File: src/rtl/core/fbpa_pkg.sv
// Shared types and constants for the fixed block pool allocator.
// Used by fbpa_serial_unit and fixed_block_pool_allocator_unit; no dependencies.
package fbpa_pkg;

    localparam int DATA_W         = 32;
    localparam int SIZE_W         = 16;
    localparam int STATUS_W       = 3;
    localparam int COUNT_OUT_W    = 9;
    localparam int STEP_W         = 6;
    localparam int BLOCKS_DEFAULT = 256;

    localparam logic [DATA_W-1:0] BASE_RESET = 32'd4096;
    localparam logic [SIZE_W-1:0] SIZE_RESET = 16'd16;

    typedef enum logic [STATUS_W-1:0] {
        ST_OK    = 3'd0,
        ST_EMPTY = 3'd1,
        ST_NULL  = 3'd2,
        ST_BAD   = 3'd3,
        ST_FULL  = 3'd4
    } status_t;

    typedef enum logic [0:0] {
        REG_BASE = 1'b0,
        REG_SIZE = 1'b1
    } cfg_reg_t;

    typedef enum logic [0:0] {
        OP_MUL = 1'b0,
        OP_DIV = 1'b1
    } arith_op_t;

    typedef enum logic [2:0] {
        S_IDLE,
        S_READ,
        S_START,
        S_ARITH,
        S_FINISH,
        S_DONE
    } state_t;

    typedef struct packed {
        logic      start;
        arith_op_t op;
    } arith_ctrl_t;

endpackage

File: src/rtl/core/fbpa_serial_unit.sv
// Bit-serial arithmetic unit: shift-add multiply and restoring divide.
// Depends on fbpa_pkg for widths, the operation code and the control struct.
module fbpa_serial_unit
    import fbpa_pkg::*;
#(
    parameter int IDX_W = 8
)
(
    input  logic              clk,
    input  logic              rst_n,
    input  arith_ctrl_t       ctrl,
    input  logic [DATA_W-1:0] operand,
    input  logic [SIZE_W-1:0] divisor,
    output logic              done,
    output logic [DATA_W-1:0] result,
    output logic [SIZE_W-1:0] remainder
);

    localparam logic [STEP_W-1:0] DIV_LAST = STEP_W'(DATA_W - 1);
    localparam logic [STEP_W-1:0] MUL_LAST = STEP_W'(IDX_W - 1);

    logic              busy_reg;
    logic              done_reg;
    logic [STEP_W-1:0] count_reg;
    arith_op_t         op_reg;

    logic [DATA_W-1:0] shift_reg;
    logic [DATA_W-1:0] acc_reg;
    logic [DATA_W-1:0] mcand_reg;
    logic [SIZE_W-1:0] rem_reg;
    logic [SIZE_W-1:0] div_reg;

    logic [SIZE_W+1:0] trial;
    logic              qbit;

    // one quotient bit per cycle: shift the next dividend bit into the remainder
    assign trial = {1'b0, rem_reg, shift_reg[DATA_W-1]} - {2'b00, div_reg};
    assign qbit  = ~trial[SIZE_W+1];

    always_ff @(posedge clk or negedge rst_n)
    begin
        if (!rst_n)
        begin
            busy_reg  <= 1'b0;
            done_reg  <= 1'b0;
            count_reg <= '0;
            op_reg    <= OP_MUL;
        end
        else
        begin
            done_reg <= busy_reg && (count_reg == '0);
            if (ctrl.start)
            begin
                busy_reg  <= 1'b1;
                op_reg    <= ctrl.op;
                count_reg <= (ctrl.op == OP_DIV) ? DIV_LAST : MUL_LAST;
            end
            else if (busy_reg)
            begin
                if (count_reg == '0)
                    busy_reg <= 1'b0;
                else
                    count_reg <= count_reg - STEP_W'(1);
            end
        end
    end

    always_ff @(posedge clk)
    begin
        if (ctrl.start)
        begin
            shift_reg <= operand;
            acc_reg   <= '0;
            rem_reg   <= '0;
            div_reg   <= divisor;
            mcand_reg <= DATA_W'(divisor);
        end
        else if (busy_reg)
        begin
            if (op_reg == OP_DIV)
            begin
                rem_reg   <= qbit ? trial[SIZE_W-1:0]
                                  : {rem_reg[SIZE_W-2:0], shift_reg[DATA_W-1]};
                shift_reg <= {shift_reg[DATA_W-2:0], qbit};
            end
            else
            begin
                // add the shifted multiplicand when the low multiplier bit is set
                if (shift_reg[0])
                    acc_reg <= acc_reg + mcand_reg;
                mcand_reg <= {mcand_reg[DATA_W-2:0], 1'b0};
                shift_reg <= {1'b0, shift_reg[DATA_W-1:1]};
            end
        end
    end

    assign done      = done_reg;
    assign result    = (op_reg == OP_DIV) ? shift_reg : acc_reg;
    assign remainder = rem_reg;

endmodule

File: src/rtl/core/fixed_block_pool_allocator_unit.sv
// Fixed block pool allocator: LIFO free stack of block indices, usage counters.
// Depends on fbpa_pkg and fbpa_serial_unit.
// Allocate multiplies the popped index by the block size on the shift-add multiplier;
// free divides the address offset by the block size, one quotient bit a cycle; a null
// free or an empty pool skips the arithmetic. One item at a time; the result register frees
// the input for the next item. Async active-low reset restores state, settings and counters;
// the stack needs no clearing pass, a fill mark makes unwritten entries read as their index.
module fixed_block_pool_allocator_unit
    import fbpa_pkg::*;
#(
    parameter int BLOCKS = BLOCKS_DEFAULT
)
(
    input  logic                   clk,
    input  logic                   rst_n,
    input  logic                   cfg_we,
    input  logic [0:0]             cfg_index,
    input  logic [DATA_W-1:0]      cfg_data,
    input  logic                   in_valid,
    output logic                   in_stall,
    input  logic                   req_type,
    input  logic [DATA_W-1:0]      free_address,
    output logic                   out_valid,
    input  logic                   out_stall,
    output logic [STATUS_W-1:0]    status,
    output logic [DATA_W-1:0]      block_address,
    output logic [COUNT_OUT_W-1:0] live_blocks,
    output logic [COUNT_OUT_W-1:0] peak_blocks,
    output logic [DATA_W-1:0]      total_allocated,
    output logic [DATA_W-1:0]      total_freed
);

    localparam int IDX_W = (BLOCKS > 1) ? $clog2(BLOCKS) : 1;
    localparam int CNT_W = $clog2(BLOCKS + 1);

    localparam logic [CNT_W-1:0]  CNT_BLOCKS  = CNT_W'(BLOCKS);
    localparam logic [DATA_W-1:0] DATA_BLOCKS = DATA_W'(BLOCKS);

    state_t state_reg, state_next;

    logic [DATA_W-1:0] base_reg;
    logic [SIZE_W-1:0] size_reg;

    logic [CNT_W-1:0]  depth_reg, depth_next;
    logic [CNT_W-1:0]  fill_reg, fill_next;
    logic [CNT_W-1:0]  live_reg, live_next;
    logic [CNT_W-1:0]  peak_reg, peak_next;
    logic [DATA_W-1:0] alloc_reg, alloc_next;
    logic [DATA_W-1:0] freed_reg, freed_next;
    logic              out_valid_reg, out_valid_next;

    logic              kind_reg, kind_next;
    logic [DATA_W-1:0] addr_reg, addr_next;
    logic [IDX_W-1:0]  pos_reg, pos_next;
    logic              fresh_reg, fresh_next;
    status_t           status_reg, status_next;
    logic [DATA_W-1:0] addr_out_reg, addr_out_next;

    status_t           status_out_reg;
    logic [DATA_W-1:0] block_out_reg;
    logic [CNT_W-1:0]  live_out_reg;
    logic [CNT_W-1:0]  peak_out_reg;
    logic [DATA_W-1:0] alloc_out_reg;
    logic [DATA_W-1:0] freed_out_reg;

    logic [IDX_W-1:0]  stack_mem [BLOCKS];
    logic [IDX_W-1:0]  rd_data_reg;

    logic              push;
    logic              load_out;
    logic [CNT_W-1:0]  depth_dec;
    logic [CNT_W-1:0]  live_inc;
    logic [IDX_W-1:0]  pop_index;
    logic [DATA_W:0]   offset;
    logic              bad_addr;

    arith_ctrl_t       arith_ctrl;
    logic [DATA_W-1:0] arith_operand;
    logic              arith_done;
    logic [DATA_W-1:0] arith_result;
    logic [SIZE_W-1:0] arith_rem;

    logic [CNT_W+COUNT_OUT_W-1:0] live_ext;
    logic [CNT_W+COUNT_OUT_W-1:0] peak_ext;

    fbpa_serial_unit #(
        .IDX_W(IDX_W)
    ) u_serial (
        .clk      (clk),
        .rst_n    (rst_n),
        .ctrl     (arith_ctrl),
        .operand  (arith_operand),
        .divisor  (size_reg),
        .done     (arith_done),
        .result   (arith_result),
        .remainder(arith_rem)
    );

    assign depth_dec = depth_reg - CNT_W'(1);
    assign live_inc  = live_reg + CNT_W'(1);
    // entries below the fill mark were never written and still hold their own index
    assign pop_index = fresh_reg ? pos_reg : rd_data_reg;
    assign offset    = {1'b0, addr_reg} - {1'b0, base_reg};
    assign bad_addr  = (size_reg == '0) || offset[DATA_W] || (arith_rem != '0)
                       || (arith_result >= DATA_BLOCKS);

    assign arith_operand = kind_reg ? offset[DATA_W-1:0]
                                    : {{(DATA_W-IDX_W){1'b0}}, pop_index};

    always_ff @(posedge clk or negedge rst_n)
    begin
        if (!rst_n)
        begin
            base_reg <= BASE_RESET;
            size_reg <= SIZE_RESET;
        end
        else if (cfg_we)
        begin
            unique case (cfg_reg_t'(cfg_index))
                REG_BASE: base_reg <= cfg_data;
                REG_SIZE: size_reg <= cfg_data[SIZE_W-1:0];
                default:  ;
            endcase
        end
    end

    always_ff @(posedge clk or negedge rst_n)
    begin
        if (!rst_n)
        begin
            state_reg     <= S_IDLE;
            depth_reg     <= CNT_BLOCKS;
            fill_reg      <= CNT_BLOCKS;
            live_reg      <= '0;
            peak_reg      <= '0;
            alloc_reg     <= '0;
            freed_reg     <= '0;
            out_valid_reg <= 1'b0;
            kind_reg      <= 1'b0;
            status_reg    <= ST_OK;
        end
        else
        begin
            state_reg     <= state_next;
            depth_reg     <= depth_next;
            fill_reg      <= fill_next;
            live_reg      <= live_next;
            peak_reg      <= peak_next;
            alloc_reg     <= alloc_next;
            freed_reg     <= freed_next;
            out_valid_reg <= out_valid_next;
            kind_reg      <= kind_next;
            status_reg    <= status_next;
        end
    end

    always_ff @(posedge clk)
    begin
        addr_reg     <= addr_next;
        pos_reg      <= pos_next;
        fresh_reg    <= fresh_next;
        addr_out_reg <= addr_out_next;
        if (load_out)
        begin
            status_out_reg <= status_reg;
            block_out_reg  <= addr_out_reg;
            live_out_reg   <= live_reg;
            peak_out_reg   <= peak_reg;
            alloc_out_reg  <= alloc_reg;
            freed_out_reg  <= freed_reg;
        end
    end

    always_ff @(posedge clk)
    begin
        if (push)
            stack_mem[depth_reg[IDX_W-1:0]] <= arith_result[IDX_W-1:0];
        rd_data_reg <= stack_mem[pos_reg];
    end

    always_comb
    begin
        state_next     = state_reg;
        depth_next     = depth_reg;
        fill_next      = fill_reg;
        live_next      = live_reg;
        peak_next      = peak_reg;
        alloc_next     = alloc_reg;
        freed_next     = freed_reg;
        kind_next      = kind_reg;
        addr_next      = addr_reg;
        pos_next       = pos_reg;
        fresh_next     = fresh_reg;
        status_next    = status_reg;
        addr_out_next  = addr_out_reg;
        arith_ctrl     = '{start: 1'b0, op: OP_MUL};
        push           = 1'b0;
        load_out       = 1'b0;

        unique case (state_reg)
            S_IDLE:
            begin
                if (in_valid)
                begin
                    kind_next     = req_type;
                    addr_next     = free_address;
                    addr_out_next = '0;
                    if (!req_type)
                    begin
                        if (depth_reg == '0)
                        begin
                            status_next = ST_EMPTY;
                            state_next  = S_DONE;
                        end
                        else
                        begin
                            // pop: the top entry sits just below the current depth
                            depth_next = depth_dec;
                            pos_next   = depth_dec[IDX_W-1:0];
                            fresh_next = (depth_dec < fill_reg);
                            if (depth_dec < fill_reg)
                                fill_next = depth_dec;
                            state_next = S_READ;
                        end
                    end
                    else if (free_address == '0)
                    begin
                        status_next = ST_NULL;
                        state_next  = S_DONE;
                    end
                    else
                    begin
                        state_next = S_START;
                    end
                end
            end

            S_READ:
            begin
                state_next = S_START;
            end

            S_START:
            begin
                arith_ctrl = '{start: 1'b1, op: (kind_reg ? OP_DIV : OP_MUL)};
                state_next = S_ARITH;
            end

            S_ARITH:
            begin
                if (arith_done)
                    state_next = S_FINISH;
            end

            S_FINISH:
            begin
                state_next = S_DONE;
                if (!kind_reg)
                begin
                    status_next   = ST_OK;
                    addr_out_next = base_reg + arith_result;
                    alloc_next    = alloc_reg + DATA_W'(1);
                    live_next     = live_inc;
                    if (live_inc > peak_reg)
                        peak_next = live_inc;
                end
                else if (bad_addr)
                begin
                    status_next = ST_BAD;
                end
                else if (depth_reg >= CNT_BLOCKS)
                begin
                    status_next = ST_FULL;
                end
                else
                begin
                    status_next = ST_OK;
                    push        = 1'b1;
                    depth_next  = depth_reg + CNT_W'(1);
                    freed_next  = freed_reg + DATA_W'(1);
                    if (live_reg != '0)
                        live_next = live_reg - CNT_W'(1);
                end
            end

            S_DONE:
            begin
                // hold until the result register is free or draining this cycle
                if (!out_valid_reg || !out_stall)
                begin
                    load_out   = 1'b1;
                    state_next = S_IDLE;
                end
            end

            default:
            begin
                state_next = S_IDLE;
            end
        endcase

        if (load_out)
            out_valid_next = 1'b1;
        else if (out_valid_reg && !out_stall)
            out_valid_next = 1'b0;
        else
            out_valid_next = out_valid_reg;
    end

    assign in_stall = (state_reg != S_IDLE);

    assign live_ext = {{COUNT_OUT_W{1'b0}}, live_out_reg};
    assign peak_ext = {{COUNT_OUT_W{1'b0}}, peak_out_reg};

    assign out_valid       = out_valid_reg;
    assign status          = status_out_reg;
    assign block_address   = block_out_reg;
    assign live_blocks     = live_ext[COUNT_OUT_W-1:0];
    assign peak_blocks     = peak_ext[COUNT_OUT_W-1:0];
    assign total_allocated = alloc_out_reg;
    assign total_freed     = freed_out_reg;

endmodule

File: config.mk
export PLATFORM = sky130hd
export DESIGN_NAME = fixed_block_pool_allocator_unit
export DESIGN_NICKNAME = d
export VERILOG_FILES = /design/src/rtl/core/fbpa_pkg.sv /design/src/rtl/core/fbpa_serial_unit.sv /design/src/rtl/core/fixed_block_pool_allocator_unit.sv
export SDC_FILE = /design/constraint.sdc
export NUM_CORES = 2
export LEC_CHECK = 0
export BUFFER_PORTS_ARGS = -buffer_cell sky130_fd_sc_hd__buf_2
export CORE_MARGIN = 5
export CORE_UTILIZATION = 50
export DETAILED_ROUTE_END_ITERATION = 8
export GPL_ROUTABILITY_DRIVEN = 0
export GPL_TIMING_DRIVEN = 1
export PLACE_DENSITY = 0.71
export RECOVER_POWER = 100
export SKIP_CTS_REPAIR_TIMING = 1
export SLEW_MARGIN = 20
export SYNTH_ARGS = -nofsm -noshare
export SYNTH_HDL_FRONTEND = slang
export SYNTH_SLANG_ARGS = --single-unit
File: constraint.sdc
create_clock -name clk -period 14.6 [get_ports clk]
set_clock_uncertainty 0.15 [all_clocks]
set_input_delay 1.46 -clock clk [delete_from_list [all_inputs] [get_ports clk]]
set_output_delay 1.46 -clock clk [all_outputs]
set_load 0.02 [all_outputs]
==> flow_summary.ini <==
[flow_run]
maxCapViolCount = 43

[global_routing]
grt_pass1_wl_um = 362000
grt_max_degree = 185
antenna_found_initial = 15
grt_overflow = 0
grt_pass1_vias = 53500
grt_usage = 0.224

[clocking]
path_clk_slew_ps = 70
root_buffer = clkbuf_16
cts.htree.levels = 4
cts_tree = yes
clock_sinks = 2539
numCtsBuffers = 241
insertion_delay_ps = 880
clk_path_buf_depth = 3

[synthesis]
yosysWarnings = 0
synth_edf_count = 2302
ys_ff_latch = 2539
netlist_area_mm2 = 0.104
synth_fp_nets = 5817
ys_types = 74
synth-seq-area-share = 0.719
synth-main-ff-cell = edfxtp_1
synthCells = 5603
async_flop_share = 0.0650
synth_area_per_cell_um2 = 18.5

[floorplan]
io_pins = 190
start_util = 0.502
coreArea_mm2 = 0.207
die_x_um = 466
row_count = 167
dieArea_mm2 = 0.217
fp.dieH_um = 466

[place]
place_inst = 8303
io_buffers = 189
place_hpwl_um = 150000
dp_slack_ps = 9000

[setup_path]
cp.required_ps = 15240
crit_type = reg2reg
end_kind = flop
crit_fanout = 44
cp.arrival_ps = 10300
start_kind = flop

[layout]
fin_nets = 6058
drive_gt1_frac = 0.197
area_delta_synth_final_pct = 11.2
n_fill_cell = 15500
final_cells = 8754
largest_register_ffs = 2048

[routing]
vias = 54100
dr.first_iter.drc_count = 6181
drt-total-wl_um = 245000
via_per_inst = 6.18
dr.pass1.iters = 5
drc = 0
wl_per_cell_um = 28.0
ant_nets = 0

[sta]
fin_setup_tns_ps = 0
rsz0062_at_grt = no
worstMarginPinSlew_ps = 6180
relSlewSlack = -3.12
setup_viol = 0
min_period_ps = 9650
hold_viol_final = 0
timing.final.ws_setup_ps = 4950
finalCritPeriodShare = 0.661
drv_slew = 1965
fmax_mhz = 104

[power]
combPwrFrac = 0.221
p_seq_frac = 0.479
p_sw_uw = 6180
p_int_uw = 14400
cellLeakagePower_uw = 0.0379
worst_ir_drop_vdd_mv = 0.164
power_frac_clock = 0.301
switching_share = 0.300
p_per_area_mw_per_mm2 = 179

[min_path]
min_path_type = reg2reg

[status]
status = finished with violations
failed_checks = max-capacitance violations, max-slew violations
## cell type report
type	instances	area, µm²	share of cell area
clock inverter	148	1500	0.0130
clock buffer	297	6370	0.0552
inverter	129	493	0.00427
antenna	4	10.0	0.0000867
multi-input combinational	2661	27700	0.240
timing repair buffer	272	1320	0.0115
sequential	2539	74700	0.647
tap	2704	3380	0.0293
## stage by stage
stage | instance area (µm²) | utilization | power, µW | hold slack, ps
after floorplan | 104000 | - | 12900 | 250
after global placement | 108000 | 0.522 | 14400 | 257
after detailed placement | 108000 | 0.522 | 14500 | 256
after CTS | 116000 | 0.560 | 20600 | 266
after global routing | 115000 | 0.558 | 21400 | 275
final | 115000 | 0.558 | 20600 | 267
## metal layers
| metal | routed length (µm) | up-vias | global-route usage |
|---|---|---|---|
| li1 | - | 22900 | - |
| met1 | 99600 | 28100 | 0.329 |
| met2 | 116000 | 2728 | 0.346 |
| met3 | 22700 | 390 | 0.0430 |
| met4 | 7100 | 2 | 0.0680 |
| met5 | 7 | - | 0 |
## placed cells by master (no fill, tap or decap), types with 37 or more instances in the layout
cell type and count:
edfxtp_1 2302, mux4_2 680, nor2_1 426, nand2_1 290, clkbuf_16 244, clkbuf_1 242, a21oi_1 169, dfrtp_1 161
ha_1 139, inv_1 127, o21ai_0 127, xnor2_1 106, dfxtp_1 72, xor2_1 70, nand3_1 66, nor3_1 58
mux2_2 53, mux2i_1 50, a21o_1 50, clkinv_2 49, clkinv_1 40, buf_2 37
## synthesized netlist by cell type, types with 5 or more instances
library cell	n	area share
edfxtp_1	2302	0.67
mux4_2	680	0.15
nor2_1	426	0.015
nand2_1	291	0.011
clkbuf_1	200	0.0072
a21oi_1	169	0.0081
dfrtp_1	161	0.039
ha_1	139	0.017
inv_1	128	0.0046
o21ai_0	127	0.0061
xnor2_1	106	0.0089
buf_1	72	0.0026
dfxtp_1	72	0.014
xor2_1	70	0.0059
nand3_1	66	0.0032
mux2_2	59	0.0064
nor3_1	53	0.0026
a21o_1	50	0.0036
mux2i_1	50	0.0048
nor4_1	30	0.0018
o22ai_1	30	0.0018
nor2b_1	28	0.0017
and3_1	27	0.0016
nand4_1	26	0.0016
o21a_1	26	0.0019
a31oi_1	23	0.0014
a211oi_1	21	0.0015
nand2b_1	18	0.0011
and2_1	15	0.00090
o21bai_1	11	0.00080
a21boi_0	10	0.00072
or4_1	9	0.00065
or2_2	8	0.00048
o211ai_1	7	0.00051
nor3b_1	6	0.00043
o31ai_1	6	0.00043
and4_1	5	0.00042
nor3_2	5	0.00048
o31a_1	5	0.00042
or3_1	5	0.00030
## path summary, 6_finish.rpt
kind	start	to	slack [ps]	cells past startpoint
worst max-delay path	u_serial.op_reg	freed_reg[28]	4950	9
max in group asynchronous	rst_n	base_reg[23]	6410	2
worst max register to register	u_serial.op_reg	freed_reg[28]	4950	9
min in group asynchronous	rst_n	alloc_reg[10]	2740	1
worst min-delay path	addr_out_reg[19]	block_address[19]	270	0
worst min register to register	addr_out_reg[19]	block_address[19]	270	0
## critical path, stage by stage (launching register included)
cell and delay, ps:
dfrtp_1 1320, clkbuf_1 1920, a22oi_1 360, nor2_1 310, nand2_1 80, or4b_1 570, a2111oi_0 3420, nand4_2 810
nor3_1 440, xor2_1 170
## logic make-up (layout without fill, tap and decap cells)
kind of cell    Yosys count  in the layout  share of synthesized area
xor+xnor                176            176                     0.0148
fa+ha+maj               143            143                     0.0175
mux                     789            789                      0.159
simple gates           1030           1030                     0.0443
flops                  2539           2539                      0.719
buf+inv                 403            846                     0.0146
other cells               0              4                          0
compound gates          523            523                     0.0309
## power groups by stage
stage | Combinational, µW | Clock [µW] | Sequential, µW
floorplan | 2940 | 0 | 9930
CTS | 4590 | 6280 | 9750
detailed placement | 4580 | 0 | 9900
global route | 4930 | 6610 | 9910
finish | 4550 | 6200 | 9860
global placement | 4460 | 0 | 9890
(Power assumes the default switching activity.)
